**src/rtl/triple_key_lookup_or_insert_table_top_defines.svh**
```systemverilog
// assertion macros for the lookup-or-insert table
`ifndef TRIPLE_KEY_LOOKUP_OR_INSERT_TABLE_TOP_DEFINES_SVH
`define TRIPLE_KEY_LOOKUP_OR_INSERT_TABLE_TOP_DEFINES_SVH

`ifndef SYNTH
// checked only outside reset
`define TKLT_ASSERT(name, clk, rst, prop) \
   name: assert property (@(posedge clk) disable iff (rst) prop) \
      else $error("tklt assertion failed");
// checked at every edge, reset included
`define TKLT_ASSERT_ALWAYS(name, clk, prop) \
   name: assert property (@(posedge clk) prop) \
      else $error("tklt assertion failed");
`else
`define TKLT_ASSERT(name, clk, rst, prop)
`define TKLT_ASSERT_ALWAYS(name, clk, prop)
`endif

`endif

```
**src/rtl/tklt_ram.sv**
```systemverilog
module tklt_ram #(
   parameter int WIDTH = 8,
   parameter int DEPTH = 16
) (
   input  logic                     clock,
   input  logic                     wr_en,
   input  logic [$clog2(DEPTH)-1:0] wr_addr,
   input  logic [WIDTH-1:0]         wr_data,
   input  logic                     rd_en,
   input  logic [$clog2(DEPTH)-1:0] rd_addr,
   output logic [WIDTH-1:0]         rd_data
);

   logic [WIDTH-1:0] mem [DEPTH];
   logic [WIDTH-1:0] rd_data_ff;

   always_ff @(posedge clock) begin
      if (wr_en) begin
         mem[wr_addr] <= wr_data;
      end
      if (rd_en) begin
         rd_data_ff <= mem[rd_addr];
      end
   end

   assign rd_data = rd_data_ff;

endmodule

```
**config.mk**
```make
export PLATFORM = sky130hd
export DESIGN_NAME = tklt_ram
export DESIGN_NICKNAME = d
export VERILOG_FILES = /design/src/rtl/triple_key_lookup_or_insert_table_top_defines.svh /design/src/rtl/tklt_ram.sv
export SDC_FILE = /design/constraint.sdc
export NUM_CORES = 1
export LEC_CHECK = 0
export BUFFER_PORTS_ARGS = -buffer_cell sky130_fd_sc_hd__buf_2
export CORE_ASPECT_RATIO = 1.25
export CORE_MARGIN = 2
export CORE_UTILIZATION = 50
export DETAILED_ROUTE_END_ITERATION = 10
export GPL_TIMING_DRIVEN = 0
export HOLD_SLACK_MARGIN = 0.08
export PLACE_DENSITY = 0.7
export SLEW_MARGIN = 20
export SYNTH_ARGS = -nofsm -noshare
export SYNTH_HDL_FRONTEND = slang
export SYNTH_SLANG_ARGS = --single-unit
```
**constraint.sdc**
```tcl
create_clock -name clock -period 2.46 [get_ports clock]
set_clock_uncertainty 0.05 [all_clocks]
set_input_delay 0.246 -clock clock [delete_from_list [all_inputs] [get_ports clock]]
set_output_delay 0.246 -clock clock [all_outputs]
set_load 0.05 [all_outputs]
```
-- Word level (Yosys, flattened, before mapping)
Memory sizes are Yosys's and may differ from the RTL's. A register that Yosys moved wholly into a read port is not among the register bits.
Index checks and enable logic that the tools add are counted.
- output and inout port bits: 8
- bits of input ports: 19
- memories kept: 1
- logic and storage cells: 3
- bits in registers: 0
- memory bits (writable): 128
- multiplexer cells: 2
- memories (memory ; words ; bits a word ; rd ports ; clocked after memory_dff ; write ports ; RTL line ; text):
    mem ; 16 ; 8 ; 1 ; 1 ; 1 ; tklt_ram.sv:14 ; logic [WIDTH-1:0] mem [DEPTH];
- operators with widths (cell ; number):
    two-way mux 1 bit ; 2

-- Logic depth before layout (Yosys ltp)
- depth in word-level cells: 2
- mapped depth: 5

-- Least setup slack after synthesis
Ideal clock, no wire load.
- path type: input -> register
- start point: in wr_addr[2]
- end point: mem mem[0][0] (enable)
- buffers on the path: 0
- arrival: 1.356 ns
- required time: 2.027 ns
- cell stages on the path: 2
- setup slack: 0.671 ns
- setup time: 0.383 ns
- cell sequence: or3b_2 nor3_1
- RTL lines (element ; RTL line ; text):
    from (decl) ; tklt_ram.sv:7 ; input logic [$clog2(DEPTH)-1:0] wr_addr,
    to (decl) ; tklt_ram.sv:14 ;
Straight into the memory's write port.

==> key figures <==
Worst setup path
  • Startpoint Class: register
  • Crit path buf inv count: 0
  • Critical-path cell list: mux4_2, a22oi_1, nand2_1
  • Worst r2r src: mem[11][0]
  • CP max stage cell: mux4_2
  • Crit Path Category: reg -> reg
  • WP depth: 3
  • Max stage delay on crit path: 0.49 ns
  • WP data arrival: 1.76 ns
  • Data required, critical path: 2.55 ns
  • CP Capture Type: register
  • Register-to-Register Path Depth: 3
  • Cell family with most CP delay: multiplexers
  • Crit path from: mem[11][0]
  • End of the critical path: rd_data[0]
  • RR Endpoint: rd_data[0]
  • CP max FO: 1
  • Reg2reg setup slack: 0.79 ns

Clock network
  • Sink Count: 136
  • CTS clk-pin slew, worst paths: 0.06 ns
  • Total CTS buffers: 17
  • Worst-skew pair later-pin latency: 0.41 ns
  • # hold bufs at CTS: 0
  • H-tree Lvls: 4
  • Max Buffers Root-to-Sink: 2
  • CTS tree: done
  • Setup bufs post-CTS: 0
  • Root Buffer: clkbuf_16
  • Post_cts resized: 0

Synth
  • Syn Std Cell Area: 0.00523 mm²
  • Cells after synthesis: 229
  • Post-synth EDFFs: 136
  • Avg Cell Area, Syn: 22.8 µm²
  • Ys async rst share: 0
  • Synth unique cells: 18
  • Seq cells post-synth: 136
  • Sequential share of the synthesized area: 0.781
  • Ys flop type: edfxtp_1
  • Ys Warns: 0
  • Net Count, Synth: 248

STA
  • Max Clk Rate: 0.600 GHz
  • Pins Over Slew Limit: 0
  • Hold Vio Cnt, Final: 0
  • Period utilisation layout: 0.677
  • Min Tclk post-route: 1.67 ns
  • Setup TNS: 0 ns
  • Slew HR: 0.456
  • Final setup fails: 0
  • Worst Max-Slew Pin Slew: 0.812 ns
  • RSZ-0062 raised after global routing: false

Placement
  • DPL Wire Length: 6.16 mm
  • GP Congestion: 0.777
  • PortBufs: 25

Route
  • 1st-iter DRT viols: 213
  • Vias: 2435
  • DRT Pass-1 Iters: 4
  • Routed WL: 10.0 mm
  • Routed len/inst: 24.2 µm
  • Post-DRT Antenna Nets: 0
  • Vias per inst: 5.88
  • DRC Markers: 0

Global routing
  • Remaining Overflow, GRT: 0
  • Vias in the first global route: 2543
  • GR Util All Layers: 0.200
  • First-pass GRT wire length: 15.4 mm
  • Initial antenna violation count: 0
  • Pin count of the biggest net entering global routing: 17

Floorplanning
  • Placement Rows: 41
  • Die Ht: 118 µm
  • Starting Density: 0.515
  • IO Count: 27
  • Core area: 0.0102 mm²
  • Die X: 95.5 µm
  • DIE AREA: 0.0113 mm²

Pwr
  • Peak supply drop: 0.501 mV
  • Final Power: 0.00558 W
  • Leak: 2.06 nW
  • Pwr/cell area: 906 mW/mm²

Final layout
  • Share of layout cells above drive strength 1: 0.312
  • Synth-to-layout area growth: 18.0%
  • Fin nets: 292
  • # fillers: 731
  • Antenna Cells: 0

Flow run
  • Max-Cap Viols: 0

Outcome
  • Status: finished, final reports clean

Hold path
  • Hold Crit Class: in -> reg
-- worst reg2reg max path, stage by stage (launching register included) --
cell and delay (ns):
edfxtp_1 0.38, mux4_2 0.49, a22oi_1 0.36, nand2_1 0.13
-- worst min-delay path by stage --
stage                           from          to  cells after the start
after global placement         rd_en  rd_data[5]                      1
final                          rd_en  rd_data[7]                      1
after CTS                      rd_en  rd_data[4]                      1
after floorplan           wr_data[0]   mem[0][0]                      0
after detailed placement       rd_en  rd_data[5]                      1
after global routing           rd_en  rd_data[7]                      1
-- power by group --
part / switching, W / total [W] / internal, W
sequential: 0.0000124 / 0.00262 / 0.00261
combinational: 0.000181 / 0.000282 / 0.000101
clock: 0.000896 / 0.00268 / 0.00178
total: 0.00109 / 0.00558 / 0.00449
-- cell usage in the layout, fill, tap and decap left out, types with 4 or more instances in the layout --
cell type	Yosys	layout
edfxtp_1	136	136
mux4_2	18	18
clkbuf_16	0	17
buf_2	3	28
clkinv_2	0	5
nor3_2	0	4
mux4_1	14	14
nand2_1	9	9
nor2_1	13	13
bufinv_16	0	5
a22oi_1	16	16
-- logic make-up (layout without fill, tap and decap cells) --
kind of cell,Yosys count,in the layout,share of synthesized area
multiplexers,32,32,0.148
flip-flops,136,136,0.781
AND/OR/NAND/NOR,35,35,0.0314
buffers and inverters,10,66,0.0165
AO/OA/AOI/OAI,16,16,0.0230
-- synthesized netlist by cell type, drive strengths merged, types with 2 or more instances --
library cell	n	area (µm²)
nor2	13	48.8
nand2b	2	12.5
nand2	9	33.8
buf	7	56.3
nor3	4	20.0
mux4	32	773
a22oi	16	120
nand3b	2	15.0
clkdlybuf4s25	3	30.0
edfxtp	136	4080
-- sequential cells by signal, indices dropped and copies added, names as in the netlist --
name	cells
mem	128
rd_data	8
-- per-stage QoR --
step	setup slack (ns)	hold WS, ns	std cells	instance area [µm²]	util
floorplan	0.671	0.295	229	5230	-
global placement	0.107	0.558	383	5510	0.543
detailed placement	0.491	0.560	383	5530	0.545
CTS	0.783	0.128	414	6170	0.607
global route	0.744	0.131	414	6170	0.607
finish	0.795	0.143	414	6170	0.607
-- per-layer routing --
| metal | routed length [µm] | GRT usage | up-vias | share of wire |
|---|---|---|---|---|
| met5 | 0 | 0 | - | 0 |
| met2 | 5060 | 0.301 | 93 | 0.50 |
| met4 | 215 | 0.0875 | 0 | 0.021 |
| met3 | 680 | 0.0593 | 16 | 0.068 |
| li1 | - | - | 1067 | - |
| met1 | 4070 | 0.271 | 1259 | 0.41 |
-- cell type report --
type	count	area [µm²]	area share
flip-flops and latches	136	4080	0.662
multi-input cells	83	1080	0.175
well taps	129	161	0.0262
clock buffers	17	425	0.0690
plain buffers	10	86.3	0.0140
repair buffers	25	125	0.0203
clock inverters	14	206	0.0335
Note: power is estimated with default switching activity, not from simulation.
